**config.mk**
```make
export PLATFORM = sky130hd
export DESIGN_NAME = cspf_ctrl
export DESIGN_NICKNAME = d
export VERILOG_FILES = /design/src/hw/rtl/call_stack_function_profiler_core_macros.svh /design/src/hw/rtl/cspf_pkg.sv /design/src/hw/rtl/cspf_ctrl.sv
export SDC_FILE = /design/constraint.sdc
export NUM_CORES = 1
export LEC_CHECK = 0
export ABC_AREA = 0
export BUFFER_PORTS_ARGS = -buffer_cell sky130_fd_sc_hd__buf_2
export CORE_ASPECT_RATIO = 2
export CORE_MARGIN = 1
export CORE_UTILIZATION = 30
export CTS_BUF_LIST = sky130_fd_sc_hd__clkbuf_2
export DETAILED_ROUTE_END_ITERATION = 8
export PLACE_DENSITY = 0.48
export SYNTH_ARGS = -nofsm -noshare
export SYNTH_HDL_FRONTEND = slang
export SYNTH_SLANG_ARGS = --single-unit
```
**constraint.sdc**
```tcl
create_clock -name clk_i -period 2.8 [get_ports clk_i]
set_input_delay 0.14 -clock clk_i [delete_from_list [all_inputs] [get_ports clk_i]]
set_output_delay 0.14 -clock clk_i [all_outputs]
set_load 0.02 [all_outputs]
```
**src/hw/rtl/call_stack_function_profiler_core_macros.svh**
```systemverilog
// assertion helpers for the profiler datapath
`ifndef CALL_STACK_FUNCTION_PROFILER_CORE_MACROS_SVH
`define CALL_STACK_FUNCTION_PROFILER_CORE_MACROS_SVH

// property checked on every rising clock edge outside reset
`define CSPF_ASSERT(name, prop) \
  name: assert property (@(posedge clk_i) disable iff (!rst_ni) prop) \
    else $error("cspf check failed");

// consequent checked in the cycle after the antecedent
`define CSPF_ASSERT_NEXT(name, ante, cons) \
  name: assert property (@(posedge clk_i) disable iff (!rst_ni) (ante) |=> (cons)) \
    else $error("cspf check failed");

`endif

```
**src/hw/rtl/cspf_pkg.sv**
```systemverilog
package cspf_pkg;

  // default sizes
  localparam int unsigned DEF_MAX_FUNCS   = 64;
  localparam int unsigned DEF_MAX_DEPTH   = 64;
  localparam int unsigned DEF_MAX_CALLEES = 16;

  // register and compare widths
  localparam int unsigned CFG_W = 7;
  localparam int unsigned CAP_W = 11;
  localparam int unsigned IN_DATA_W  = 120;
  localparam int unsigned OUT_DATA_W = 224;

  // register indexes
  localparam logic CFG_MAX_FUNCS = 1'b0;
  localparam logic CFG_MAX_DEPTH = 1'b1;

  // event codes
  localparam logic [2:0] FUNC_ENTER  = 3'd0;
  localparam logic [2:0] FUNC_LEAVE  = 3'd1;
  localparam logic [2:0] FUNC_PAUSE  = 3'd2;
  localparam logic [2:0] FUNC_RESUME = 3'd3;
  localparam logic [2:0] FUNC_CLEAR  = 3'd4;

  // result status codes
  localparam logic [2:0] ST_OK        = 3'd0;
  localparam logic [2:0] ST_TBL_FULL  = 3'd1;
  localparam logic [2:0] ST_STK_FULL  = 3'd2;
  localparam logic [2:0] ST_NOT_FOUND = 3'd3;
  localparam logic [2:0] ST_NO_DATA   = 3'd4;

  typedef struct packed {
    logic [23:0] line;
    logic [31:0] file;
    logic [31:0] name;
  } key_t;

  typedef struct packed {
    logic [31:0] calls;
    logic [31:0] start;
    logic [31:0] child;
    logic [47:0] itot;
    logic [31:0] imin;
    logic [31:0] imax;
    logic [47:0] etot;
    logic [31:0] emin;
    logic [31:0] emax;
  } stat_rec_t;

  // result word, last field in the lowest bits
  typedef struct packed {
    logic        edge_added;
    logic [5:0]  caller_index;
    logic [31:0] longest_time;
    logic [31:0] shortest_time;
    logic [31:0] average_time;
    logic [47:0] total_time;
    logic [31:0] this_time;
    logic [31:0] call_count;
    logic [5:0]  entry_index;
    logic [2:0]  status;
  } out_word_t;

  typedef enum logic [4:0] {
    OP_NONE, OP_LOAD, OP_SCAN_START, OP_KEY_CMP, OP_SYS, OP_ALLOC, OP_CALLER_LD,
    OP_CNT_LD, OP_CEE_CMP, OP_CEE_ADD, OP_PUSH, OP_ENT_WR, OP_POP, OP_LV_EL,
    OP_LV_EX, OP_LV_CALC, OP_LV_WR, OP_PAR_LD, OP_PAR_WR, OP_DIV_START,
    OP_DIV_STEP, OP_EMIT
  } dp_op_e;

  typedef enum logic [1:0] {
    FORM_BARE, FORM_ERR2, FORM_ENTER, FORM_STAT
  } form_e;

  typedef enum logic [5:0] {
    S_IDLE, S_DEC, S_KRD, S_KCMP, S_FOUND, S_ALLOC, S_CRD, S_CLD, S_CNT, S_CNTLD,
    S_CEERD, S_CEECMP, S_CADD, S_PUSH, S_ERD, S_EWR, S_EMIT, S_POP, S_LRD, S_LEL,
    S_LEX, S_LCALC, S_LWR, S_PRD, S_PLD, S_PSRD, S_PWR, S_DIVI, S_DIVWI, S_EMITI,
    S_DIVE, S_DIVWE, S_EMITE
  } ctrl_state_e;

  typedef struct packed {
    dp_op_e     op;
    form_e      form;
    logic [2:0] code;
    logic       kind;
    logic       last;
  } cmd_t;

  typedef struct packed {
    logic [2:0] func;
    logic       level_zero;
    logic       hit;
    logic       tbl_full;
    logic       stk_full;
    logic       scan_end;
    logic       key_match;
    logic       cee_end;
    logic       div_done;
    logic       out_free;
  } sts_t;

endpackage

```
**src/hw/rtl/cspf_ctrl.sv**
```systemverilog
module cspf_ctrl (
  input  logic           clk_i,
  input  logic           rst_ni,
  input  logic           in_tvalid_i,
  output logic           in_tready_o,
  input  cspf_pkg::sts_t sts_i,
  output cspf_pkg::cmd_t cmd_o
);

  cspf_pkg::ctrl_state_e state_q, state_d;
  logic [2:0]            code_q, code_d;
  cspf_pkg::form_e       form_q, form_d;

  always_ff @(posedge clk_i or negedge rst_ni) begin
    if (!rst_ni) begin
      state_q <= cspf_pkg::S_IDLE;
      code_q  <= cspf_pkg::ST_OK;
      form_q  <= cspf_pkg::FORM_BARE;
    end else begin
      state_q <= state_d;
      code_q  <= code_d;
      form_q  <= form_d;
    end
  end

  // next state
  always_comb begin
    state_d = state_q;
    code_d  = code_q;
    form_d  = form_q;
    case (state_q)
      cspf_pkg::S_IDLE: if (in_tvalid_i) state_d = cspf_pkg::S_DEC;
      cspf_pkg::S_DEC: begin
        state_d = cspf_pkg::S_EMIT;
        code_d  = cspf_pkg::ST_OK;
        form_d  = cspf_pkg::FORM_BARE;
        case (sts_i.func)
          cspf_pkg::FUNC_ENTER: state_d = cspf_pkg::S_KRD;
          cspf_pkg::FUNC_LEAVE: begin
            if (sts_i.level_zero) code_d = cspf_pkg::ST_NOT_FOUND;
            else state_d = cspf_pkg::S_KRD;
          end
          cspf_pkg::FUNC_PAUSE, cspf_pkg::FUNC_RESUME, cspf_pkg::FUNC_CLEAR:
            code_d = cspf_pkg::ST_OK;
          default: code_d = cspf_pkg::ST_NO_DATA;
        endcase
      end
      cspf_pkg::S_KRD:
        state_d = sts_i.scan_end ? cspf_pkg::S_FOUND : cspf_pkg::S_KCMP;
      cspf_pkg::S_KCMP:
        state_d = sts_i.key_match ? cspf_pkg::S_FOUND : cspf_pkg::S_KRD;
      cspf_pkg::S_FOUND: begin
        form_d = cspf_pkg::FORM_BARE;
        if (sts_i.func == cspf_pkg::FUNC_LEAVE) begin
          if (!sts_i.hit) begin
            state_d = cspf_pkg::S_EMIT;
            code_d  = cspf_pkg::ST_NOT_FOUND;
          end else begin
            state_d = cspf_pkg::S_POP;
          end
        end else if (sts_i.tbl_full) begin
          state_d = cspf_pkg::S_EMIT;
          code_d  = cspf_pkg::ST_TBL_FULL;
        end else if (sts_i.stk_full) begin
          state_d = cspf_pkg::S_EMIT;
          code_d  = cspf_pkg::ST_STK_FULL;
          form_d  = cspf_pkg::FORM_ERR2;
        end else if (!sts_i.hit) begin
          state_d = cspf_pkg::S_ALLOC;
        end else begin
          state_d = sts_i.level_zero ? cspf_pkg::S_PUSH : cspf_pkg::S_CRD;
        end
      end
      cspf_pkg::S_ALLOC:
        state_d = sts_i.level_zero ? cspf_pkg::S_PUSH : cspf_pkg::S_CRD;
      cspf_pkg::S_CRD:   state_d = cspf_pkg::S_CLD;
      cspf_pkg::S_CLD:   state_d = cspf_pkg::S_CNT;
      cspf_pkg::S_CNT:   state_d = cspf_pkg::S_CNTLD;
      cspf_pkg::S_CNTLD: state_d = cspf_pkg::S_CEERD;
      cspf_pkg::S_CEERD:
        state_d = sts_i.cee_end ? cspf_pkg::S_CADD : cspf_pkg::S_CEECMP;
      cspf_pkg::S_CEECMP: state_d = cspf_pkg::S_CEERD;
      cspf_pkg::S_CADD:   state_d = cspf_pkg::S_PUSH;
      cspf_pkg::S_PUSH:   state_d = cspf_pkg::S_ERD;
      cspf_pkg::S_ERD:    state_d = cspf_pkg::S_EWR;
      cspf_pkg::S_EWR: begin
        state_d = cspf_pkg::S_EMIT;
        code_d  = cspf_pkg::ST_OK;
        form_d  = cspf_pkg::FORM_ENTER;
      end
      cspf_pkg::S_EMIT: if (sts_i.out_free) state_d = cspf_pkg::S_IDLE;
      cspf_pkg::S_POP:   state_d = cspf_pkg::S_LRD;
      cspf_pkg::S_LRD:   state_d = cspf_pkg::S_LEL;
      cspf_pkg::S_LEL:   state_d = cspf_pkg::S_LEX;
      cspf_pkg::S_LEX:   state_d = cspf_pkg::S_LCALC;
      cspf_pkg::S_LCALC: state_d = cspf_pkg::S_LWR;
      cspf_pkg::S_LWR:
        state_d = sts_i.level_zero ? cspf_pkg::S_DIVI : cspf_pkg::S_PRD;
      cspf_pkg::S_PRD:  state_d = cspf_pkg::S_PLD;
      cspf_pkg::S_PLD:  state_d = cspf_pkg::S_PSRD;
      cspf_pkg::S_PSRD: state_d = cspf_pkg::S_PWR;
      cspf_pkg::S_PWR:  state_d = cspf_pkg::S_DIVI;
      cspf_pkg::S_DIVI: state_d = cspf_pkg::S_DIVWI;
      cspf_pkg::S_DIVWI: if (sts_i.div_done) state_d = cspf_pkg::S_EMITI;
      cspf_pkg::S_EMITI: if (sts_i.out_free) state_d = cspf_pkg::S_DIVE;
      cspf_pkg::S_DIVE: state_d = cspf_pkg::S_DIVWE;
      cspf_pkg::S_DIVWE: if (sts_i.div_done) state_d = cspf_pkg::S_EMITE;
      cspf_pkg::S_EMITE: if (sts_i.out_free) state_d = cspf_pkg::S_IDLE;
      default: state_d = cspf_pkg::S_IDLE;
    endcase
  end

  // datapath commands
  always_comb begin
    in_tready_o = 1'b0;
    cmd_o       = '0;
    cmd_o.op    = cspf_pkg::OP_NONE;
    cmd_o.form  = cspf_pkg::FORM_BARE;
    cmd_o.code  = cspf_pkg::ST_OK;
    case (state_q)
      cspf_pkg::S_IDLE: begin
        in_tready_o = 1'b1;
        if (in_tvalid_i) cmd_o.op = cspf_pkg::OP_LOAD;
      end
      cspf_pkg::S_DEC: begin
        case (sts_i.func)
          cspf_pkg::FUNC_ENTER, cspf_pkg::FUNC_LEAVE: cmd_o.op = cspf_pkg::OP_SCAN_START;
          cspf_pkg::FUNC_PAUSE, cspf_pkg::FUNC_RESUME, cspf_pkg::FUNC_CLEAR:
            cmd_o.op = cspf_pkg::OP_SYS;
          default: cmd_o.op = cspf_pkg::OP_NONE;
        endcase
      end
      cspf_pkg::S_KCMP:   cmd_o.op = cspf_pkg::OP_KEY_CMP;
      cspf_pkg::S_ALLOC:  cmd_o.op = cspf_pkg::OP_ALLOC;
      cspf_pkg::S_CLD:    cmd_o.op = cspf_pkg::OP_CALLER_LD;
      cspf_pkg::S_CNTLD:  cmd_o.op = cspf_pkg::OP_CNT_LD;
      cspf_pkg::S_CEECMP: cmd_o.op = cspf_pkg::OP_CEE_CMP;
      cspf_pkg::S_CADD:   cmd_o.op = cspf_pkg::OP_CEE_ADD;
      cspf_pkg::S_PUSH:   cmd_o.op = cspf_pkg::OP_PUSH;
      cspf_pkg::S_EWR:    cmd_o.op = cspf_pkg::OP_ENT_WR;
      cspf_pkg::S_EMIT: begin
        if (sts_i.out_free) cmd_o.op = cspf_pkg::OP_EMIT;
        cmd_o.code = code_q;
        cmd_o.form = form_q;
        cmd_o.last = 1'b1;
      end
      cspf_pkg::S_POP:   cmd_o.op = cspf_pkg::OP_POP;
      cspf_pkg::S_LEL:   cmd_o.op = cspf_pkg::OP_LV_EL;
      cspf_pkg::S_LEX:   cmd_o.op = cspf_pkg::OP_LV_EX;
      cspf_pkg::S_LCALC: cmd_o.op = cspf_pkg::OP_LV_CALC;
      cspf_pkg::S_LWR:   cmd_o.op = cspf_pkg::OP_LV_WR;
      cspf_pkg::S_PLD:   cmd_o.op = cspf_pkg::OP_PAR_LD;
      cspf_pkg::S_PWR:   cmd_o.op = cspf_pkg::OP_PAR_WR;
      cspf_pkg::S_DIVI:  cmd_o.op = cspf_pkg::OP_DIV_START;
      cspf_pkg::S_DIVWI, cspf_pkg::S_DIVWE:
        if (!sts_i.div_done) cmd_o.op = cspf_pkg::OP_DIV_STEP;
      cspf_pkg::S_EMITI: begin
        if (sts_i.out_free) cmd_o.op = cspf_pkg::OP_EMIT;
        cmd_o.form = cspf_pkg::FORM_STAT;
      end
      cspf_pkg::S_DIVE: begin
        cmd_o.op   = cspf_pkg::OP_DIV_START;
        cmd_o.kind = 1'b1;
      end
      cspf_pkg::S_EMITE: begin
        if (sts_i.out_free) cmd_o.op = cspf_pkg::OP_EMIT;
        cmd_o.form = cspf_pkg::FORM_STAT;
        cmd_o.kind = 1'b1;
        cmd_o.last = 1'b1;
      end
      default: cmd_o.op = cspf_pkg::OP_NONE;
    endcase
  end

endmodule

```
==> metrics <==
type of the worst min-delay path in -> reg; Pre-Repair DR Iteration Count 4; simple-gate share of the synthesized area 0.3725; ant diodes 0; Crit Path Max Fanout 25; logic gate share of total power 0.732; largest family of logic cells by synthesized area simple AND/OR/NAND/NOR gates; Adder-Cell Fraction of Synth Area 0; Final Setup Violations 0; CTS-repair resized insts 0; most frequent cells in the layout buf_2, nor2_1, nand2_1; core area 0.004598 mm^2; nets@finish 238; xor-xnor portion of the synthesized cell area 0.01828; CTS max path bufs 2; commonest non-fill, non-tap cell in the layout buf_2; Area growth syn-to-layout 12.10%; GP Congestion 0.8762; Post-DRT Antenna Nets 0; initial core utilization 0.3127; PD cells 1115 mW/mm^2; hold_buf cts 1; Clk pwr share 0.053; Die H 99.90 um; Critical Path RT 2.66 ns; Post-DP Area 0.001582 mm^2; initial antenna violation count 0; net switching fraction of the power 0.5743; Design Power 1797 uW; fin area 0.001612 mm^2; multiplexer share of the synthesized area 0.03568; final HPWL from detailed placement 3806 um; Post-Route Hold Slack 0.1634 ns; Worst IR Drop VDD 542.6 uV; root buffer cell clkbuf_2; synth unique cells 51; Ys Warns 0; final worst path period share 0.9359; Slew Viols, Final 0; Post-Syn Area 0.001438 mm^2; fraction of layout cells with a size suffix above 1 0.2252; vias in the first global route 1521; ys async rst share 1.000; Synth Area per Inst 7.082 um^2; GRT Util Overall 0.2053; Inserted Clock Buffers 3; CTS tree yes; internal power 765.0 uW; LEAKAGE 0.0006666 uW; Reg power frac 0.215; clk slew on worst S/H paths 0.12 ns; Avg WL per Cell 17.42 um; synthesized flop and latch total 11; post-route minimum period 2.621 ns; Psw 1032 uW; DR vias 1597; post-detailed-routing wire length 4826 um; status finished clean; Worst Clk Skew 0.007733 ns; final hold violations 0; residual DRC count 0; element type at the critical path end output port; CP max stage delay 0.94 ns; clock sink count 11; RSZ-0062 raised after global routing false; largest net degree at the start of global routing 30; CP Class reg -> out; Post-synth top flop dfrtp_1; setup_tns 0 ns; # Max-Cap Violations 0; Mapped Nets 218; Die ar. 0.005090 mm^2; Core Rows 35; slew margin rel. 0.4032; port bufs 27; first-pass GRT wire length 7810 um; die width 50.95 um; Post-synth EDFFs 0; Fillers 543; sequential area share after synthesis 0.1915; DRT iter0 DRCs 51; I/O pin cnt 28; worst-skew pair later-pin latency 0.27 ns; CP startpoint kind flop; Synth Area in Compound Gates 0.2985; H-tree levels 1; crit path DAT 2.48 ns; gr ovfl total 0; f_max 381.6 MHz; slowest CP cell dfrtp_1; crit-path cells nand2b_2 -> or4_4 -> nor2_1 -> a21oi_1 -> o211ai_1 -> buf_2; Slew @ Worst Pin 0.8952 ns; Cells after Synth 203; Post-CTS Setup Bufs 0; Avg Vias per Cell 5.765
==> Yosys cell counts (2+ instances only) <==
cell | number | area share
nor2_1 | 22 | 0.057
nand2_1 | 19 | 0.050
a21oi_1 | 16 | 0.056
o21ai_0 | 14 | 0.049
dfrtp_1 | 11 | 0.19
buf_2 | 9 | 0.031
nor2b_1 | 8 | 0.035
nor3_1 | 8 | 0.028
nand2b_1 | 7 | 0.030
o211ai_1 | 6 | 0.031
o31ai_1 | 6 | 0.031
and2_1 | 5 | 0.022
clkbuf_1 | 4 | 0.010
inv_1 | 4 | 0.010
mux2i_1 | 4 | 0.028
nor4_1 | 4 | 0.017
a22oi_1 | 3 | 0.016
a31oi_1 | 3 | 0.013
buf_1 | 3 | 0.0078
buf_6 | 3 | 0.023
nand3_1 | 3 | 0.010
and3_1 | 2 | 0.0087
and4b_1 | 2 | 0.014
nand4_1 | 2 | 0.0087
nand4b_1 | 2 | 0.012
nor3b_1 | 2 | 0.010
o21a_1 | 2 | 0.010
o21ai_1 | 2 | 0.0070
o41ai_2 | 2 | 0.023
or2_2 | 2 | 0.0087
or4_4 | 2 | 0.016
xnor2_1 | 2 | 0.012
==> power by group through the flow <==
stage / Combinational [uW] / Clock (uW) / Sequential (uW)
4_1_cts: 1320 / 97.0 / 382
2_1_floorplan: 1090 / 0 / 266
3_5_place_dp: 1320 / 0 / 385
6_report: 1320 / 94.7 / 386
3_3_place_gp: 1320 / 0 / 384
5_1_grt: 1450 / 103 / 404
==> worst max-delay path: cells and delay by family, from the launching register on <==
kind	cells	cell delay [ns]
buffers and inverters	1	0.19
AOI/OAI and AO/OA	2	0.16
DFF	1	0.94
and+or+nand+nor	3	0.92
==> routing by layer <==
layer | share of wire | wire (um) | GRT usage | vias up
met5 | 0 | 0 | 0 | -
met4 | 0.032 | 155 | 0.09402 | 0
met3 | 0.025 | 121 | 0.01061 | 10
met2 | 0.56 | 2684 | 0.3856 | 35
met1 | 0.39 | 1865 | 0.2247 | 764
li1 | - | - | - | 788
==> path summary, 6_finish.rpt <==
| kind | slack, ns | end | start | cells after the start |
|---|---|---|---|---|
| max | 0.18 | cmd_o[9] | state_q[0] | 6 |
| min | 0.16 | form_q[0] | sts_i[5] | 2 |
| max reg2reg | 0.37 | state_q[1] | state_q[0] | 5 |
| min reg2reg | 0.48 | code_q[1] | code_q[1] | 2 |
| max in group asynchronous | 2.32 | state_q[2] | rst_ni | 2 |
| min in group asynchronous | 0.26 | state_q[1] | rst_ni | 2 |
==> per-stage QoR <==
stage	setup slack, ns	std cells	util
detailed placement	0.3879	272	0.3439
finish	0.1794	277	0.3505
CTS	0.1841	277	0.3505
global route	0.03284	277	0.3505
global placement	0.4294	272	0.3439
floorplan	1.023	203	-
==> flip-flops by register name (all words and copies together), names as in the netlist <==
signal,cells
code_q,3
form_q,2
state_q,6
==> logic make-up (layout without fill, tap and decap cells) <==
group / after synthesis / after routing
AND/OR/NAND/NOR: 97 / 97
AO/OA/AOI/OAI: 64 / 64
buffers and inverters: 23 / 42
flip-flops: 11 / 11
multiplexers: 5 / 5
XOR/XNOR: 3 / 3
==> area by class of cell <==
class,instances,area [um^2],share of cell area
timing repair buffer,34,190.2,0.1180
tap,55,68.82,0.04270
sequential,11,275.3,0.1708
clock buffer,4,20.02,0.01242
multi-input combinational,169,1042,0.6467
inverter,4,15.01,0.009317
(Power assumes the default switching activity.)
